==> src/sv/ttse_pkg.sv <==
// Shared types and codes for the tracked tag stream extractor.
// No dependencies; every other file of the block but ttse_ifs.sv refers to it by scoped names.
package ttse_pkg;

	localparam int MAX_NAME_CHARS_DEF = 16;

	localparam int NUM_TAGS  = 3;
	localparam int MASK_W    = 3;
	localparam int PADDR_W   = 3;

	// register indexes (byte address is 4 * index)
	localparam logic REG_TRACKED_MASK = 1'b0;
	localparam logic [MASK_W-1:0] MASK_RESET = 3'b111;

	// event kinds
	localparam logic [1:0] EV_CONTENT = 2'd0;
	localparam logic [1:0] EV_OPENED  = 2'd1;
	localparam logic [1:0] EV_CLOSED  = 2'd2;
	localparam logic [1:0] EV_CLEARED = 2'd3;

	// tag ids; NO_SECTION marks no open section
	localparam logic [1:0] TAG_THOUGHT = 2'd0;
	localparam logic [1:0] TAG_FINAL   = 2'd1;
	localparam logic [1:0] TAG_TOOL    = 2'd2;
	localparam logic [1:0] NO_SECTION  = 2'd3;

	localparam logic [7:0] CH_LT    = 8'h3C;
	localparam logic [7:0] CH_GT    = 8'h3E;
	localparam logic [7:0] CH_SLASH = 8'h2F;
	localparam logic [7:0] CH_SPACE = 8'h20;

	typedef struct packed {
		logic [1:0] event_kind;
		logic [1:0] tag_id;
		logic [7:0] data_byte;
	} result_t;

endpackage

==> src/sv/ttse_ifs.sv <==
// Valid/ready channel interfaces for the byte input and the event output.
// Depends on nothing; widths follow the fields of one item.
interface ttse_in_if;
	logic       valid;
	logic       ready;
	logic [7:0] ch;
	logic       restart;

	modport source (output valid, ch, restart, input ready);
	modport sink (input valid, ch, restart, output ready);
endinterface

interface ttse_out_if;
	logic       valid;
	logic       ready;
	logic [1:0] event_kind;
	logic [1:0] tag_id;
	logic [7:0] data_byte;

	modport source (output valid, event_kind, tag_id, data_byte, input ready);
	modport sink (input valid, event_kind, tag_id, data_byte, output ready);
endinterface

==> src/sv/ttse_cfg.sv <==
// APB-style configuration register: holds tracked_mask.
// Depends on ttse_pkg.
module ttse_cfg (
	input  logic                            clk,
	input  logic                            arst_n,
	input  logic                            psel,
	input  logic                            penable,
	input  logic                            pwrite,
	input  logic [ttse_pkg::PADDR_W-1:0]    paddr,
	input  logic [31:0]                     pwdata,
	output logic [31:0]                     prdata,
	output logic                            pready,
	output logic [ttse_pkg::MASK_W-1:0]     tracked_mask
);

	logic [ttse_pkg::MASK_W-1:0] mask_q;
	logic                        wr_en;

	assign pready = 1'b1;
	assign wr_en  = psel && penable && pwrite && (paddr[2] == ttse_pkg::REG_TRACKED_MASK);

	always_ff @(posedge clk or negedge arst_n) begin
		if (!arst_n) begin
			mask_q <= ttse_pkg::MASK_RESET;
		end else if (wr_en) begin
			mask_q <= pwdata[ttse_pkg::MASK_W-1:0];
		end
	end

	always_comb begin
		prdata = 32'd0;
		if (paddr[2] == ttse_pkg::REG_TRACKED_MASK) begin
			prdata = {{(32-ttse_pkg::MASK_W){1'b0}}, mask_q};
		end
	end

	assign tracked_mask = mask_q;

endmodule

==> src/sv/ttse_parser.sv <==
// Markup parser: parse state registers and the per-byte next-state logic.
// Depends on ttse_pkg; matches names against the three fixed tags in parallel.
module ttse_parser #(
	parameter int MAX_NAME_CHARS = ttse_pkg::MAX_NAME_CHARS_DEF
) (
	input  logic                        clk,
	input  logic                        arst_n,
	input  logic                        accept,
	input  logic [7:0]                  ch,
	input  logic                        restart,
	input  logic [ttse_pkg::MASK_W-1:0] tracked_mask,
	output logic                        res_valid,
	output ttse_pkg::result_t           res
);

	localparam int NW = $clog2(MAX_NAME_CHARS + 1);
	localparam logic [NW-1:0] POS_MAX = NW'(MAX_NAME_CHARS);

	function automatic logic [3:0] tag_len(input int unsigned i);
		case (i)
			0:       tag_len = 4'd7;
			1:       tag_len = 4'd12;
			default: tag_len = 4'd4;
		endcase
	endfunction

	function automatic logic [7:0] tag_char(input int unsigned i, input logic [3:0] p);
		logic [7:0] c;
		c = 8'h00;
		case (i)
			0: begin
				case (p)
					4'd0: c = "t"; 4'd1: c = "h"; 4'd2: c = "o"; 4'd3: c = "u";
					4'd4: c = "g"; 4'd5: c = "h"; 4'd6: c = "t";
					default: c = 8'h00;
				endcase
			end
			1: begin
				case (p)
					4'd0: c = "f"; 4'd1: c = "i"; 4'd2: c = "n"; 4'd3: c = "a";
					4'd4: c = "l"; 4'd5: c = "_"; 4'd6: c = "a"; 4'd7: c = "n";
					4'd8: c = "s"; 4'd9: c = "w"; 4'd10: c = "e"; 4'd11: c = "r";
					default: c = 8'h00;
				endcase
			end
			default: begin
				case (p)
					4'd0: c = "t"; 4'd1: c = "o"; 4'd2: c = "o"; 4'd3: c = "l";
					default: c = 8'h00;
				endcase
			end
		endcase
		return c;
	endfunction

	logic                        in_markup_q, in_markup_d;
	logic [1:0]                  open_q, open_d;
	logic [NW-1:0]               pos_q, pos_d;
	logic                        name_fin_q, name_fin_d;
	logic                        closing_q, closing_d;
	logic [ttse_pkg::NUM_TAGS-1:0] cand_q, cand_d;
	logic                        slash_q, slash_d;

	// state after an optional restart
	logic                        im_e;
	logic [1:0]                  open_e;
	logic [NW-1:0]               pos_e;
	logic                        nf_e, cf_e, sl_e;
	logic [ttse_pkg::NUM_TAGS-1:0] cand_e;

	logic [ttse_pkg::NUM_TAGS-1:0] len_hit, chr_hit, final_bits, tracked;
	logic [1:0]                  pick;

	always_comb begin
		im_e   = in_markup_q;
		open_e = open_q;
		pos_e  = pos_q;
		nf_e   = name_fin_q;
		cf_e   = closing_q;
		cand_e = cand_q;
		sl_e   = slash_q;
		if (restart) begin
			im_e   = 1'b0;
			open_e = ttse_pkg::NO_SECTION;
			pos_e  = '0;
			nf_e   = 1'b0;
			cf_e   = 1'b0;
			cand_e = '1;
			sl_e   = 1'b0;
		end

		for (int i = 0; i < ttse_pkg::NUM_TAGS; i++) begin
			len_hit[i] = cand_e[i] && (pos_e == NW'(tag_len(i)));
			chr_hit[i] = cand_e[i] && (pos_e < NW'(tag_len(i))) &&
			             (tag_char(i, pos_e[3:0]) == ch);
		end

		final_bits = nf_e ? cand_e : len_hit;
		tracked    = final_bits & tracked_mask;
		if (tracked[0]) begin
			pick = ttse_pkg::TAG_THOUGHT;
		end else if (tracked[1]) begin
			pick = ttse_pkg::TAG_FINAL;
		end else begin
			pick = ttse_pkg::TAG_TOOL;
		end

		in_markup_d = im_e;
		open_d      = open_e;
		pos_d       = pos_e;
		name_fin_d  = nf_e;
		closing_d   = cf_e;
		cand_d      = cand_e;
		slash_d     = sl_e;
		res_valid   = 1'b0;
		res         = '{event_kind: ttse_pkg::EV_CONTENT, tag_id: open_e, data_byte: 8'd0};

		if (!im_e) begin
			if (ch == ttse_pkg::CH_LT) begin
				in_markup_d = 1'b1;
				pos_d       = '0;
				name_fin_d  = 1'b0;
				closing_d   = 1'b0;
				cand_d      = '1;
				slash_d     = 1'b0;
			end else if (open_e != ttse_pkg::NO_SECTION) begin
				res_valid     = 1'b1;
				res.data_byte = ch;
			end
		end else if (ch != ttse_pkg::CH_GT) begin
			if (pos_e == '0 && !nf_e && !cf_e && ch == ttse_pkg::CH_SLASH) begin
				closing_d = 1'b1;
			end else if (!nf_e) begin
				if (ch == ttse_pkg::CH_SPACE) begin
					cand_d     = len_hit;
					name_fin_d = 1'b1;
				end else begin
					cand_d = chr_hit;
					if (pos_e < POS_MAX) begin
						pos_d = pos_e + NW'(1);
					end
				end
			end
			slash_d = (ch == ttse_pkg::CH_SLASH);
		end else begin
			// closing bracket: decide what the tag did
			in_markup_d = 1'b0;
			if (cf_e) begin
				if (open_e != ttse_pkg::NO_SECTION && final_bits[open_e]) begin
					res_valid      = 1'b1;
					res.event_kind = ttse_pkg::EV_CLOSED;
					open_d         = ttse_pkg::NO_SECTION;
				end
			end else if (tracked != '0) begin
				res_valid  = 1'b1;
				res.tag_id = pick;
				if (sl_e) begin
					res.event_kind = ttse_pkg::EV_CLEARED;
				end else begin
					res.event_kind = ttse_pkg::EV_OPENED;
					open_d         = pick;
				end
			end
		end
	end

	always_ff @(posedge clk or negedge arst_n) begin
		if (!arst_n) begin
			in_markup_q <= 1'b0;
			open_q      <= ttse_pkg::NO_SECTION;
			pos_q       <= '0;
			name_fin_q  <= 1'b0;
			closing_q   <= 1'b0;
			cand_q      <= '1;
			slash_q     <= 1'b0;
		end else if (accept) begin
			in_markup_q <= in_markup_d;
			open_q      <= open_d;
			pos_q       <= pos_d;
			name_fin_q  <= name_fin_d;
			closing_q   <= closing_d;
			cand_q      <= cand_d;
			slash_q     <= slash_d;
		end
	end

endmodule

==> src/sv/ttse_out_buf.sv <==
// Two-entry result buffer: output register plus skid entry.
// Depends on ttse_pkg for the result item type.
module ttse_out_buf (
	input  logic              clk,
	input  logic              arst_n,
	input  logic              push,
	input  ttse_pkg::result_t push_item,
	input  logic              pop_ready,
	output logic              full,
	output logic              head_valid,
	output ttse_pkg::result_t head
);

	ttse_pkg::result_t e0_q, e1_q;
	logic [1:0]        count_q;
	logic              pop;

	assign head_valid = (count_q != 2'd0);
	assign full       = (count_q == 2'd2);
	assign pop        = head_valid && pop_ready;
	assign head       = e0_q;

	always_ff @(posedge clk or negedge arst_n) begin
		if (!arst_n) begin
			count_q <= 2'd0;
		end else if (push && !pop) begin
			count_q <= count_q + 2'd1;
		end else if (pop && !push) begin
			count_q <= count_q - 2'd1;
		end
	end

	always_ff @(posedge clk) begin
		if (push && !pop) begin
			if (count_q == 2'd0) begin
				e0_q <= push_item;
			end else begin
				e1_q <= push_item;
			end
		end else if (pop && !push) begin
			e0_q <= e1_q;
		end else if (pop && push) begin
			if (count_q == 2'd1) begin
				e0_q <= push_item;
			end else begin
				e0_q <= e1_q;
				e1_q <= push_item;
			end
		end
	end

endmodule

==> src/sv/tracked_tag_stream_extractor.sv <==
// Tracked tag stream extractor: sorts a byte stream by <markup>.
// Takes one byte per cycle while the result buffer has a free entry. An
// event is written into the buffer when its byte is accepted and shows on
// the output channel from there. Bytes that cause no event leave nothing.
// Asynchronous active-low reset: no section open, outside markup, mask = 7.
// The two-entry result buffer lets bytes flow while one event waits.
module tracked_tag_stream_extractor #(
	parameter int MAX_NAME_CHARS = ttse_pkg::MAX_NAME_CHARS_DEF
) (
	input  logic                         clk,
	input  logic                         arst_n,
	input  logic                         psel,
	input  logic                         penable,
	input  logic                         pwrite,
	input  logic [ttse_pkg::PADDR_W-1:0] paddr,
	input  logic [31:0]                  pwdata,
	output logic [31:0]                  prdata,
	output logic                         pready,
	ttse_in_if.sink                      text,
	ttse_out_if.source                   events
);

	logic [ttse_pkg::MASK_W-1:0] tracked_mask;
	logic                        accept;
	logic                        res_valid;
	ttse_pkg::result_t           res;
	logic                        buf_full;
	logic                        head_valid;
	ttse_pkg::result_t           head;

	// Configuration register; the user writes it only while the block is idle; the block does not enforce this.
	ttse_cfg u_cfg (
		.clk          (clk),
		.arst_n       (arst_n),
		.psel         (psel),
		.penable      (penable),
		.pwrite       (pwrite),
		.paddr        (paddr),
		.pwdata       (pwdata),
		.prdata       (prdata),
		.pready       (pready),
		.tracked_mask (tracked_mask)
	);

	// Take a byte whenever the buffer has a free entry, so at most one event
	// per byte always fits.
	assign text.ready = !buf_full;
	assign accept     = text.valid && !buf_full;

	ttse_parser #(
		.MAX_NAME_CHARS (MAX_NAME_CHARS)
	) u_parser (
		.clk          (clk),
		.arst_n       (arst_n),
		.accept       (accept),
		.ch           (text.ch),
		.restart      (text.restart),
		.tracked_mask (tracked_mask),
		.res_valid    (res_valid),
		.res          (res)
	);

	ttse_out_buf u_out_buf (
		.clk        (clk),
		.arst_n     (arst_n),
		.push       (accept && res_valid),
		.push_item  (res),
		.pop_ready  (events.ready),
		.full       (buf_full),
		.head_valid (head_valid),
		.head       (head)
	);

	assign events.valid      = head_valid;
	assign events.event_kind = head.event_kind;
	assign events.tag_id     = head.tag_id;
	assign events.data_byte  = head.data_byte;

endmodule
==> src/flat_wrapper.sv <==
// flat-port wrapper written by rule: the top's interface ports become plain ports
module tracked_tag_stream_extractor_flat 
#(
	parameter int MAX_NAME_CHARS = ttse_pkg::MAX_NAME_CHARS_DEF
)
  (clk, arst_n, psel, penable, pwrite, paddr, pwdata, prdata, pready, text_valid, text_ch, text_restart, text_ready, events_valid, events_event_kind, events_tag_id, events_data_byte, events_ready);
  ttse_in_if text_i ();
  ttse_out_if events_i ();
  input  logic clk;
  input  logic arst_n;
  input  logic psel;
  input  logic penable;
  input  logic pwrite;
  input  logic [ttse_pkg::PADDR_W-1:0] paddr;
  input  logic [31:0] pwdata;
  output logic [31:0] prdata;
  output logic pready;
  input wire logic [$bits(text_i.valid)-1:0] text_valid;
  input wire logic [$bits(text_i.ch)-1:0] text_ch;
  input wire logic [$bits(text_i.restart)-1:0] text_restart;
  output wire logic [$bits(text_i.ready)-1:0] text_ready;
  output wire logic [$bits(events_i.valid)-1:0] events_valid;
  output wire logic [$bits(events_i.event_kind)-1:0] events_event_kind;
  output wire logic [$bits(events_i.tag_id)-1:0] events_tag_id;
  output wire logic [$bits(events_i.data_byte)-1:0] events_data_byte;
  input wire logic [$bits(events_i.ready)-1:0] events_ready;
  assign text_i.valid = text_valid;
  assign text_i.ch = text_ch;
  assign text_i.restart = text_restart;
  assign text_ready = text_i.ready;
  assign events_valid = events_i.valid;
  assign events_event_kind = events_i.event_kind;
  assign events_tag_id = events_i.tag_id;
  assign events_data_byte = events_i.data_byte;
  assign events_i.ready = events_ready;
  tracked_tag_stream_extractor #(.MAX_NAME_CHARS(MAX_NAME_CHARS)) u_core (.clk(clk), .arst_n(arst_n), .psel(psel), .penable(penable), .pwrite(pwrite), .paddr(paddr), .pwdata(pwdata), .prdata(prdata), .pready(pready), .text(text_i), .events(events_i));
endmodule
==> config.mk <==
export PLATFORM = sky130hd
export DESIGN_NAME = tracked_tag_stream_extractor_flat
export DESIGN_NICKNAME = d
export VERILOG_FILES = /design/src/sv/ttse_pkg.sv /design/src/sv/ttse_ifs.sv /design/src/sv/ttse_cfg.sv /design/src/sv/ttse_parser.sv /design/src/sv/ttse_out_buf.sv /design/src/sv/tracked_tag_stream_extractor.sv /design/src/flat_wrapper.sv
export SDC_FILE = /design/constraint.sdc
export NUM_CORES = 1
export LEC_CHECK = 0
export BUFFER_PORTS_ARGS = -buffer_cell sky130_fd_sc_hd__clkbuf_2
export CORE_MARGIN = 3
export CORE_UTILIZATION = 48
export DETAILED_ROUTE_END_ITERATION = 8
export PLACE_DENSITY = 0.76
export SLEW_MARGIN = 0
export SYNTH_ARGS = -nofsm -noshare
export SYNTH_HDL_FRONTEND = slang
export SYNTH_SLANG_ARGS = --single-unit
==> constraint.sdc <==
create_clock -name clk -period 3.4 [get_ports clk]
set_input_delay 0.34 -clock clk [delete_from_list [all_inputs] [get_ports clk]]
set_output_delay 0.34 -clock clk [all_outputs]
set_load 0.01 [all_outputs]
# After elaboration in Yosys (flattened, before gate mapping)
# Memory sizes are Yosys's and may differ from the RTL's.
# Index checks and enable logic that the tools add are counted.
# classes
add_sub_neg	3
n_mul	0
div_mod_pow	0
n_lt_le_gt_ge	5
n_eq_ne	23
shifts	0
mux	79
bitwise	2
n_reduce_logical	40
# ops
cell	count
12-bit two-way mux	10
5-bit two-way mux	8
7-bit one-hot mux with 5 select lines	1
2-bit two-way mux	15
1-bit two-way mux	28
3-bit two-way mux	9
8-bit by 6-bit == test with 1-bit output, second input constant	3
8-bit == test	3
8-bit two-way mux	3
1-bit logical AND	22
7-bit one-hot mux with 3 select lines	1
4-bit by 3-bit == test with 1-bit output, second input constant	3
4-bit two-way mux	3
5-bit by 3-bit == test with 1-bit output, second input constant	2
5-bit by 3-bit < comparator with 1-bit output, second input constant	2
4-bit by 2-bit == test with 1-bit output, second input constant	2
8-bit by 6-bit inequality test with 1-bit output, second input constant	1
2-bit inequality test, second input constant	3
2-bit nonzero test	3
3-bit nonzero test	2
2-bit OR reduction	3
5-bit by 1-bit adder with 5-bit output, second input constant	1
5-bit by 4-bit == test with 1-bit output, second input constant	1
1-bit logical NOT	5
17 further kinds	18
# word_totals
register_bits	43
latchBits	0
mem_bits_rw	0
romBits	112
in_bits	51
output_inout_bits	47
elab_cells	168
n_memories	1
# mem_list
name	depth	width	read_ports	rd_ports_with_merged_regs	write_ports	line	text
(name not given)	16	7	1	0	0	ttse_parser.sv:39	case (p)

# Depth between registers and ports, before layout
# Gate-level depths: netlist of the first run.
# depth
depth_word	16
ltp_mapped	14

# Modules after synthesis
# From an unflattened synthesis of the first run, not the netlist that was laid out.
# unflattened
cells_unflattened	382
hier_area_um2	3472.1
# modules_own_cells
module	n_inst	cells_each	area_per_inst_um2	seq_area_each_um2
ttse_parser	1	279	1951.9	356.6
ttse_out_buf	1	58	1094.8	770.7
ttse_cfg	1	42	406.6	78.8
tracked_tag_stream_extractor	1	3	18.8	0.0

# Least setup slack after synthesis of the first run
# OpenSTA, ideal clock, no wires.
# synth_timing
kind	register -> register
from	register u_core.u_parser.pos_q[2]
to	register u_core.u_out_buf.e0_q, in the netlist u_core.u_out_buf.head[10], data pin
setup_ns	0.260
arrival_time_ns	2.929
t_required_ns	3.140
setup_slack_ns	0.211
path_stages_with_launch	12
path_buffers	2
period_less_slack_ns	3.189
cell_sequence	dfrtp_1 > buf_4 > and4b_1 > a21o_1 > a2111oi_4 > a31oi_4 > a31oi_4 > a21oi_1 > ha_1 > a21oi_1 > clkbuf_1 > mux2_2
# synth_between
elab_chain_cells	16
# synth_rtl
element	line	text
from (decl)	ttse_parser.sv:58	logic [NW-1:0] pos_q, pos_d;
from (signal assigned)	ttse_parser.sv:179	pos_q <= pos_d;
5-bit two-way mux *	ttse_parser.sv:82	if (restart) begin
5-bit by 3-bit == test with 1-bit output or 5-bit by 4-bit == test with 1-bit output (tied branches)	ttse_parser.sv:93	len_hit[i] = cand_e[i] && (pos_e == NW'(tag_len(i)));
1-bit logical AND	ttse_parser.sv:93	
3-bit two-way mux *	ttse_parser.sv:98	final_bits = nf_e ? cand_e : len_hit;
1-bit binary-select mux with 2-bit select	ttse_parser.sv:149	if (open_e != ttse_pkg::NO_SECTION && final_bits[open_e]) begin
1-bit two-way mux (not written as such)	ttse_parser.sv:149	
1-bit logical AND	ttse_parser.sv:149	
1-bit two-way mux	ttse_parser.sv:149	
1-bit two-way mux	ttse_parser.sv:148	if (cf_e) begin
1-bit two-way mux	ttse_parser.sv:130	end else if (ch != ttse_pkg::CH_GT) begin
1-bit two-way mux	ttse_parser.sv:118	if (!im_e) begin
1-bit logical AND	tracked_tag_stream_extractor.sv:66	.push (accept && res_valid),
1-bit logical NOT	ttse_out_buf.sv:40	end else if (pop && !push) begin
1-bit logical AND	ttse_out_buf.sv:40	
12-bit two-way mux	ttse_out_buf.sv:40	
12-bit two-way mux *	ttse_out_buf.sv:34	if (push && !pop) begin
to (signal assigned)	ttse_out_buf.sv:36	e0_q <= push_item;
to (signal assigned)	ttse_out_buf.sv:41	e0_q <= e1_q;
to (signal assigned)	ttse_out_buf.sv:44	e0_q <= push_item;
to (decl)	ttse_out_buf.sv:14	ttse_pkg::result_t e0_q, e1_q;
# Mark *: on every way between the ends. The rest lies on a longest branch, timed or not. The select of a mux whose other input is x is not followed.
# A chain may end at the register's enable or synchronous reset.

# Worst setup path in the final report of the first run
# layout_timing
from	register u_core.u_parser.pos_q[2]
to	register u_core.u_out_buf.e0_q, in the netlist u_core.u_out_buf.head[1], data pin
# layout_between
elab_chain_cells	16
# layout_rtl
element	line
5-bit two-way mux *	ttse_parser.sv:82
5-bit by 3-bit == test with 1-bit output or 5-bit by 4-bit == test with 1-bit output (tied branches)	ttse_parser.sv:93
1-bit logical AND	ttse_parser.sv:93
3-bit two-way mux *	ttse_parser.sv:98
1-bit binary-select mux with 2-bit select	ttse_parser.sv:149
1-bit two-way mux (not written as such)	ttse_parser.sv:149
1-bit logical AND	ttse_parser.sv:149
1-bit two-way mux	ttse_parser.sv:149
1-bit two-way mux *	ttse_parser.sv:148
1-bit two-way mux *	ttse_parser.sv:130
1-bit two-way mux *	ttse_parser.sv:118
1-bit logical AND *	tracked_tag_stream_extractor.sv:66
1-bit logical NOT	ttse_out_buf.sv:40
1-bit logical AND	ttse_out_buf.sv:40
12-bit two-way mux	ttse_out_buf.sv:40
12-bit two-way mux *	ttse_out_buf.sv:34
# Marks and branches as above.

==> results of run 1 <==
[how the worst max path moves through the flow]
stage	start	end	slack, ps	cells after the start
finish	u_core.u_parser.pos_q[2]	u_core.u_out_buf.head[1]	300	11
global route	u_core.u_parser.pos_q[2]	u_core.u_out_buf.head[1]	120	11
CTS	u_core.u_parser.pos_q[2]	u_core.u_out_buf.head[1]	270	11
detailed placement	u_core.u_parser.pos_q[2]	u_core.u_out_buf.head[1]	280	11
global placement	u_core.u_parser.pos_q[2]	u_core.u_out_buf.head[6]	340	11
floorplan	u_core.u_parser.pos_q[2]	u_core.u_out_buf.head[10]	210	11
[power by group]
| group | leakage [nW] | switching (mW) | internal, mW |
|---|---|---|---|
| clock network | 0.0482 | 0.177 | 0.164 |
| logic | 0.963 | 0.304 | 0.209 |
| registers | 0.456 | 0.0361 | 0.672 |
| total | 1.47 | 0.518 | 1.05 |
[state kept, by name, summed over array words and instances, names as in the netlist]
signal                       cells
u_core.u_cfg.tracked_mask        3
u_core.u_parser.name_fin_q       1
u_core.u_parser.closing_q        1
u_core.u_parser.pos_q            5
u_core.u_parser.in_markup_q      1
u_core.u_parser.slash_q          1
u_core.u_out_buf.count_q         2
u_core.u_out_buf.head           12
u_core.u_parser.cand_q           3
u_core.u_parser.open_q           2
u_core.u_out_buf.e1_q           12
[metal layers]
metal | up-vias | wire length, µm | part of all wire | global-route usage
met5 | - | 0 | 0 | 0
met3 | 18 | 403 | 0.052 | 0.0317
met2 | 109 | 3940 | 0.51 | 0.333
li1 | 1364 | - | - | -
met4 | 0 | 147 | 0.019 | 0.0716
met1 | 1368 | 3300 | 0.42 | 0.240
[synth_stat cells, types with 3 or more instances]
cell type | number | area share
nor2_1 | 34 | 0.037
buf_4 | 32 | 0.070
nand2_1 | 25 | 0.027
edfxtp_1 | 24 | 0.21
a21oi_1 | 14 | 0.020
inv_1 | 14 | 0.015
mux2_2 | 14 | 0.046
nor2b_1 | 14 | 0.025
o21ai_0 | 14 | 0.020
buf_2 | 13 | 0.019
dfrtp_1 | 11 | 0.080
nand2b_1 | 10 | 0.018
and2_1 | 9 | 0.016
dfstp_2 | 8 | 0.061
nand3_1 | 8 | 0.012
a31oi_1 | 7 | 0.013
nand4_1 | 7 | 0.013
ha_1 | 6 | 0.022
nor3_1 | 6 | 0.0087
xor2_1 | 5 | 0.013
a21o_1 | 4 | 0.0087
clkbuf_1 | 4 | 0.0043
nor4_1 | 4 | 0.0072
o211ai_1 | 4 | 0.0087
a41oi_1 | 3 | 0.0076
and4b_1 | 3 | 0.0087
o21a_1 | 3 | 0.0065
o311ai_0 | 3 | 0.0076
or3_1 | 3 | 0.0054
xnor2_1 | 3 | 0.0076
[area by class of cell]
cell class              count  area [µm²]  area share
clock buffers               7        86.3      0.0234
repair buffers             49         278      0.0752
clock inverters             1        5.00     0.00135
well taps                  96         120      0.0325
flip-flops and latches     43        1210       0.326
inverters                  14        52.6      0.0142
multi-input cells         291        1950       0.527
[placed cells by master, fill, tap and decap left out, drive strengths merged, types with 5 or more instances in the layout]
master and n:
nor2 36, o21ai 17, nor3 6, inv 14, ha 6, buf 13
mux2 14, nand2 25, nor2b 14, nand4 8, a31oi 9, xor2 5
a2111oi 5, nand3 8, and2 10, dfstp 8, nand2b 10, clkbuf 43
edfxtp 24, a21oi 15, conb 30, dfrtp 11
[logic make-up after synthesis]
kind of cell	Yosys count	share of synthesized area
AND/OR/NAND/NOR	140	0.225
flip-flops	43	0.349
XOR/XNOR	8	0.0203
adder cells (fa/ha/maj)	6	0.0217
multiplexers	16	0.0515
buffers and inverters	67	0.117
AO/OA/AOI/OAI	91	0.213
other	2	0.00218
[per-stage QoR]
stage / instance area [µm²] / cells / total power, mW / hold slack [ps] / util
global placement: 3600 / 493 / 1.22 / 334 / 0.525
floorplan: 3560 / 401 / 1.09 / 44.4 / -
global route: 3690 / 501 / 1.66 / 30.0 / 0.538
CTS: 3690 / 501 / 1.58 / 6.70 / 0.538
detailed placement: 3600 / 493 / 1.24 / 329 / 0.525
finish: 3690 / 501 / 1.56 / -3.71 / 0.538
[worst reg2reg max path: cells and delay by family (launching register included)]
kind	cells	cell delay, ps
AOI/OAI and AO/OA	5	800
DFF	1	390
and+or+nand+nor	2	670
muxes	1	290
adders and majority gates	1	260
buffers and inverters	2	460
==> run_results.csv, run 1 <==
group,metric,value,unit
die,num_rows,30,
die,io_pins,98,
hold_path,hold_path.class,"in2async",
sta,hold_viol_final,4,
sta,finalSetupViolations,0,
placement,io_buffers,36,
routing,dr.pass1.iters,5,
routing,ant_nets,0,
flow_run,maxCapViolations,0,
worst_setup_path,critPathKind,"reg2reg",
worst_setup_path,r2r_cells,11,
global_routing,grt_first_pass_wirelength,13100,µm
cts,cts_buffers,5,
placement,dp_hpwl,5890,µm
worst_setup_path,critPathMaxStageDelay,530,ps
cts,clkSinkCount,43,
worst_setup_path,r2r-end,"u_core.u_out_buf.head[1]",
sta,finalMaxSlewViolations,0,
yosys,synth-seq-area-share,0.349,
cells_and_area,diodes,0,
cells_and_area,syn_to_final_growth,7.03,%
worst_setup_path,startpoint_type,"register",
global_routing,grt_pass1_vias,2675,
die,core,6870,µm²
worst_setup_path,rrSetupSlack,300,ps
yosys,syn_avg_cell_area,9.25,µm²
power,p_leak,1.47,nW
routing,route.vias.total,2859,
routing,wl_per_cell,15.6,µm
sta,setup_ws,299,ps
routing,drt_iter0_drc,230,
cts,clockBufferDepth,2,
worst_setup_path,worstPathArrival,3150,ps
cts,clk_pin_slew_worst_paths,90,ps
placement,dpl_worst_slack,281,ps
yosys,async_flop_share,0.442,
status,outcome,"finished, violations left",
global_routing,grt_max_degree,25,
sta,tightest_slew,757,ps
worst_setup_path,path_cells,"buf_4, or4b_4, nor2_2, o21ai_2, a31oi_4, a31oi_4, a21oi_1, ha_1, a21oi_1, buf_4, mux2_2",
global_routing,track_usage,0.192,
die,initial_core_util,0.503,
worst_setup_path,cp-end-kind,"register",
sta,fin_skew,8.13,ps
yosys,yosys_warnings,0,
global_routing,grt_overflow,0,
yosys,ys_ff_latch,43,
cts,post_cts_resized,0,
status,violations,"negative hold slack",
cts,post_cts_buffers,0,
yosys,synth_edf_count,24,
power,power_density,423,nW/µm²
cts,cts_tree,"yes",
power,ir_worst_vdd,191,µV
worst_setup_path,worst_path_dominant_cell_family,"compound AO/OA/AOI/OAI gates",
worst_setup_path,crit_slowest_cell,"or4b_4",
sta,tns,0,ps
global_routing,antenna_found_initial,0,
cells_and_area,drive_above_1_share,0.242,
worst_setup_path,crit_fanout,24,
yosys,synthFlopType,"edfxtp_1",
worst_setup_path,cp_num_buf_inv,2,
sta,slew_headroom,0.494,
sta,hold_slack,-3.71,ps
die,dieArea,8250,µm²
yosys,syn_area,3450,µm²
cts,cts_root_buf,"clkbuf_8",
yosys,synthCells,373,
die,die-width,90.8,µm
cts,clk_latency,300,ps
routing,drc_errors,0,
cts,holdBufCountCts,0,
sta,period_share,0.912,
die,die_h,90.8,µm
cts,cts_max_level,2,
cells_and_area,fill_cells,639,
routing,vias_per_cell,5.71,
worst_setup_path,r2r_start,"u_core.u_parser.pos_q[2]",
worst_setup_path,worstPathRequired,3450,ps
yosys,synth_cell_types,74,
sta,timing.fmax,322,MHz
routing,wirelength,7800,µm
cells_and_area,fin_nets,461,
sta,rsz0062_at_grt,"false",
placement,gp_congestion,0.966,
sta,period_needed,3100,ps
No activity file was read; power rests on OpenSTA's default activity.
==> run 2: changes to the inputs <==
==> constraint.sdc (replaced) <==
create_clock -name clk -period 3.4 [get_ports clk]
set_input_delay 0.68 -clock clk [delete_from_list [all_inputs] [get_ports clk]]
set_output_delay 0.68 -clock clk [all_outputs]
set_load 0.01 [all_outputs]
==> run 2 against run 1 <==
Effect of this change: the run now ends clean; largest power group unchanged; register-to-register slack got worse by 30 ps; utilization increased by 0.71 points; die area unchanged; sequential power about the same; clock power decreased by 9.7%; critical path depth decreased by 1; final area increased by 1.3%; highest routed layer unchanged; first-iteration DRC count increased by 18%; worst hold slack improved by 350 ps; clock skew decreased by 1.5 ps; routed wire length increased by 4.3%.
==> run_results.csv, run 2 (synthesis gave the netlist of run 1 again) <==
group,metric,value,unit
routing,ant_nets,0,
sta,tightest_slew,781,ps
cells_and_area,diodes,0,
sta,hold_slack,347,ps
routing,drc_errors,0,
routing,wirelength,8130,µm
placement,gp_congestion,0.977,
power,ir_worst_vdd,214,µV
placement,dp_hpwl,6120,µm
power,power,1.54,mW
sta,hold_viol_final,0,
cts,post_cts_resized,0,
cells_and_area,fin_nets,469,
flow_run,maxCapViolations,0,
sta,fin_skew,6.60,ps
sta,finalMaxSlewViolations,0,
global_routing,track_usage,0.195,
sta,period_needed,3140,ps
global_routing,antenna_found_initial,0,
cts,cts_root_buf,"clkbuf_8",
placement,placed_cell_area,3660,µm²
worst_setup_path,crit_fanout,13,
die,num_rows,30,
worst_setup_path,critPathKind,"reg2reg",
global_routing,grt_overflow,0,
cts,holdBufCountCts,0,
die,initial_core_util,0.503,
placement,io_buffers,36,
global_routing,grt_pass1_vias,2752,
status,outcome,"finished clean",
cts,clk_pin_slew_worst_paths,80,ps
cells_and_area,final-seq-area,1210,µm²
routing,drt_iter0_drc,271,
cells_and_area,finalInstanceArea,3740,µm²
die,die-width,90.8,µm
cells_and_area,syn_to_final_growth,8.45,%
die,core,6870,µm²
cts,post_cts_buffers,0,
global_routing,grt_max_degree,24,
sta,tns,0,ps
sta,finalSetupViolations,0,
cts,cts_max_level,2,
worst_setup_path,worstPathRequired,3440,ps
cells_and_area,fill_cells,630,
die,io_pins,98,
die,dieArea,8250,µm²
sta,period_share,0.922,
worst_setup_path,worstPathArrival,3180,ps
cts,clockBufferDepth,2,
hold_path,hold_path.class,"in2async",
routing,route.vias.total,2928,
sta,setup_ws,265,ps
cts,clk_latency,290,ps
cells_and_area,drive_above_1_share,0.252,
global_routing,grt_first_pass_wirelength,13300,µm
routing,dr.pass1.iters,5,
sta,rsz0062_at_grt,"false",
routing,wl_per_cell,16.0,µm
worst_setup_path,startpoint_type,"register",
die,die_h,90.8,µm
worst_setup_path,rrSetupSlack,260,ps
worst_setup_path,cp-end-kind,"register",
cells_and_area,layout_common_cells,"clkbuf_2 (36), nor2_1 (34), conb_1 (30)",
cells_and_area,multi_input_area,1950,µm²
cts,cts_tree,"yes",
cells_and_area,final_common_cell,"clkbuf_2",
power,p_leak,1.50,nW
placement,dpl_worst_slack,21.7,ps
power,power_density,412,nW/µm²
routing,vias_per_cell,5.75,
sta,slew_headroom,0.478,
cts,clkSinkCount,43,
sta,timing.fmax,319,MHz
cts,cts_buffers,5,
## run 2: cell types whose count changed in the layout (fill, tap and decap cells not counted), sizes merged
cell,before,now
buf,13,21
clkinv,1,2
clkbuf,43,42
## run 2: report_power, final
part           switching [mW]  leakage, nW  internal, mW  total [mW]
Clock                   0.168       0.0403         0.140       0.308
Combinational           0.312         1.00         0.213       0.525
Sequential             0.0380        0.456         0.673       0.711
Total                   0.518         1.50          1.03        1.54
## run 2: worst paths after layout
| kind | from | endpoint | depth (start not counted) |
|---|---|---|---|
| setup / recovery | u_core.u_parser.pos_q[1] | u_core.u_out_buf.head[4] | 10 |
| hold / removal | arst_n | u_core.u_parser.pos_q[3] | 1 |
| setup reg to reg | u_core.u_parser.pos_q[1] | u_core.u_out_buf.head[4] | 10 |
| hold reg to reg | u_core.u_out_buf.count_q[0] | u_core.u_out_buf.count_q[0] | 1 |
| max in group asynchronous | arst_n | u_core.u_parser.cand_q[2] | 1 |
| min in group clk | u_core.u_out_buf.count_q[0] | u_core.u_out_buf.count_q[0] | 1 |
## run 2: area by class of cell
cell class | instances | share of cell area
flip-flops and latches | 43 | 0.322
multi-input cells | 291 | 0.520
clock inverters | 2 | 0.00201
repair buffers | 57 | 0.0902
clock buffers | 6 | 0.0194
inverters | 14 | 0.0140
well taps | 96 | 0.0321
## run 2: per-stage QoR
step	utilization	cells
after floorplan	-	401
after global placement	0.533	501
after detailed placement	0.533	501
after CTS	0.545	509
after global routing	0.545	509
final	0.545	509
## run 2: routing by layer
metal	routed length, µm	vias to the layer above	global-route usage
li1	-	1378	-
met1	3370	1394	0.244
met2	4040	137	0.331
met3	523	19	0.0350
met4	193	0	0.0817
met5	0	-	0
## run 2: critical path: stages (launching register included)
cell,delay [ps]
dfrtp_1,440
and4b_1,260
a21o_1,230
a2111oi_4,470
a31oi_4,80
a31oi_4,240
a21oi_1,140
ha_1,270
a21oi_1,150
buf_4,230
mux2_2,360
==> run 3: changes to the inputs <==
--- a/config.mk
+++ b/config.mk
@@ -7,7 +7,7 @@
 export LEC_CHECK = 0
 export BUFFER_PORTS_ARGS = -buffer_cell sky130_fd_sc_hd__clkbuf_2
 export CORE_MARGIN = 3
-export CORE_UTILIZATION = 48
+export CORE_UTILIZATION = 50
 export DETAILED_ROUTE_END_ITERATION = 8
 export PLACE_DENSITY = 0.76
 export SLEW_MARGIN = 0
==> constraint.sdc (replaced) <==
create_clock -name clk -period 4.1 [get_ports clk]
set_input_delay 0.82 -clock clk [delete_from_list [all_inputs] [get_ports clk]]
set_output_delay 0.82 -clock clk [all_outputs]
set_load 0.01 [all_outputs]
==> run 3 against run 2 <==
Effect of this change: final area fell by 2.1%; clock power grew 6%; critical path depth increased by 1; global-route usage is 0.80 points higher; first-iteration DRC count fell by 19%; clock skew grew 4.3 ps; largest cell class unchanged; largest power group unchanged.
==> run_results.csv, run 3 (synthesis gave the netlist of run 1 again) <==
group,metric,value,unit
status,outcome,"finished clean",
placement,io_buffers,36,
cells_and_area,layout.cells.non_filler,479,
cells_and_area,layout_common_cells,"clkbuf_2 (36), nor2_1 (34), conb_1 (30)",
power,p_int,0.913,mW
sta,fin_skew,10.8,ps
power,clkPwrFrac,0.243,
placement,place_inst,471,
die,initial_core_util,0.529,
hold_path,hold_path.class,"in2async",
cts,post_cts_buffers,0,
cts,holdBufCountCts,0,
worst_setup_path,worstPathRequired,4150,ps
placement,gp_congestion,0.959,
worst_setup_path,cp_common_cell,"a21oi_1",
placement,dp_hpwl,5880,µm
worst_setup_path,critPathKind,"in2reg",
cells_and_area,syn_to_final_growth,6.13,%
die,die_h,89.1,µm
worst_setup_path,cp_num_buf_inv,2,
sta,finalMaxSlewViolations,0,
routing,drt_iter0_drc,220,
sta,period_share,0.820,
cts,cts_root_buf,"clkbuf_8",
cts,cts_buffers,5,
global_routing,grt_pass1_vias,2616,
sta,period_needed,3360,ps
routing,wirelength,7820,µm
sta,timing.fmax,297,MHz
global_routing,track_usage,0.203,
worst_setup_path,startpoint_type,"input port",
worst_setup_path,crit_fanout,15,
power,comb_power_share,0.317,
cts,cts_max_level,2,
sta,hold_viol_final,0,
routing,vias_per_cell,6.02,
global_routing,antenna_found_initial,0,
routing,ant_nets,0,
global_routing,grt_max_degree,23,
sta,hold_slack,476,ps
routing,wl_per_cell,16.3,µm
power,switching_share,0.319,
die,num_rows,29,
cells_and_area,final_common_cell,"clkbuf_2",
cells_and_area,diodes,0,
routing,dr.pass1.iters,5,
power,p_leak,1.46,nW
cts,clk_latency,300,ps
sta,rsz0062_at_grt,"false",
die,core,6530,µm²
sta,tightest_slew,746,ps
sta,finalSetupViolations,0,
worst_setup_path,cp-end-kind,"register",
power,ir_worst_vdd,138,µV
cts,clk_pin_slew_worst_paths,80,ps
cts,clkSinkCount,43,
power,switchingPower,0.428,mW
routing,drc_errors,0,
sta,slew_headroom,0.502,
worst_setup_path,path_cells,"clkbuf_2, and4b_1, a41oi_1, and2_4, a21oi_4, a31oi_4, a21oi_1, ha_1, a21oi_1, buf_4, mux2_2",
cts,clockBufferDepth,2,
power,p_seq_frac,0.440,
cts,cts_tree,"yes",
die,die-width,89.1,µm
global_routing,grt_first_pass_wirelength,12600,µm
routing,route.vias.total,2885,
die,dieArea,7940,µm²
sta,tns,0,ps
worst_setup_path,crit_slowest_cell,"a41oi_1",
worst_setup_path,critPathMaxStageDelay,410,ps
worst_setup_path,worstPathArrival,3410,ps
worst_setup_path,worst_path_dominant_cell_family,"compound AO/OA/AOI/OAI gates",
cts,post_cts_resized,0,
global_routing,grt_overflow,0,
power,power_density,366,nW/µm²
cells_and_area,fin_nets,458,
flow_run,maxCapViolations,0,
cells_and_area,drive_above_1_share,0.234,
die,io_pins,98,
==> run 3: changes by cell type in the layout (fill, tap and decap cells not counted), sizes merged <==
cell	previous run	this run
clkinv	2	0
buf	21	10
bufinv	0	1
clkbuf	42	43
==> run 3: path summary, 6_finish.rpt <==
path	start	to	slack, ps	cells past startpoint
worst max-delay path	text_restart	u_core.u_out_buf.head[2]	740	11
worst min register to register	u_core.u_out_buf.count_q[0]	u_core.u_out_buf.count_q[0]	520	1
worst min-delay path	arst_n	u_core.u_parser.pos_q[1]	480	1
worst max register to register	u_core.u_parser.pos_q[4]	u_core.u_out_buf.head[2]	910	10
min in group clk	u_core.u_out_buf.count_q[0]	u_core.u_out_buf.count_q[0]	520	1
max in group asynchronous	arst_n	u_core.u_parser.open_q[0]	3250	1
==> run 3: layer usage <==
layer  track usage  routed length (µm)
met1         0.258                3220
met2         0.347                4000
met3        0.0396                 462
met4        0.0663                 139
met5             0                   0
==> run 3: power by group through the flow <==
stage	registers [mW]	clock network, mW	logic (mW)
5_1_grt	0.601	0.349	0.472
2_1_floorplan	0.621	0	0.284
3_5_place_dp	0.600	0	0.427
3_3_place_gp	0.596	0	0.416
4_1_cts	0.591	0.334	0.429
6_report	0.590	0.326	0.425
==> run 3: final cells by class <==
| cell class | instances | area, µm² |
|---|---|---|
| clock buffer | 7 | 76.3 |
| multi-input combinational | 291 | 1950 |
| sequential | 43 | 1210 |
| inverter | 14 | 52.6 |
| clock inverter | 1 | 30.0 |
| fill | 564 | 2870 |
| timing repair buffer | 46 | 255 |
| tap | 77 | 96.3 |
==> run 3: per-stage QoR <==
step | power, mW | utilization | worst slack (ps) | instance area, µm²
after floorplan | 0.905 | - | 567 | 3560
after global placement | 1.01 | 0.545 | 463 | 3560
after detailed placement | 1.03 | 0.545 | 423 | 3560
after CTS | 1.35 | 0.561 | 749 | 3660
after global routing | 1.42 | 0.561 | 548 | 3660
final | 1.34 | 0.561 | 738 | 3660
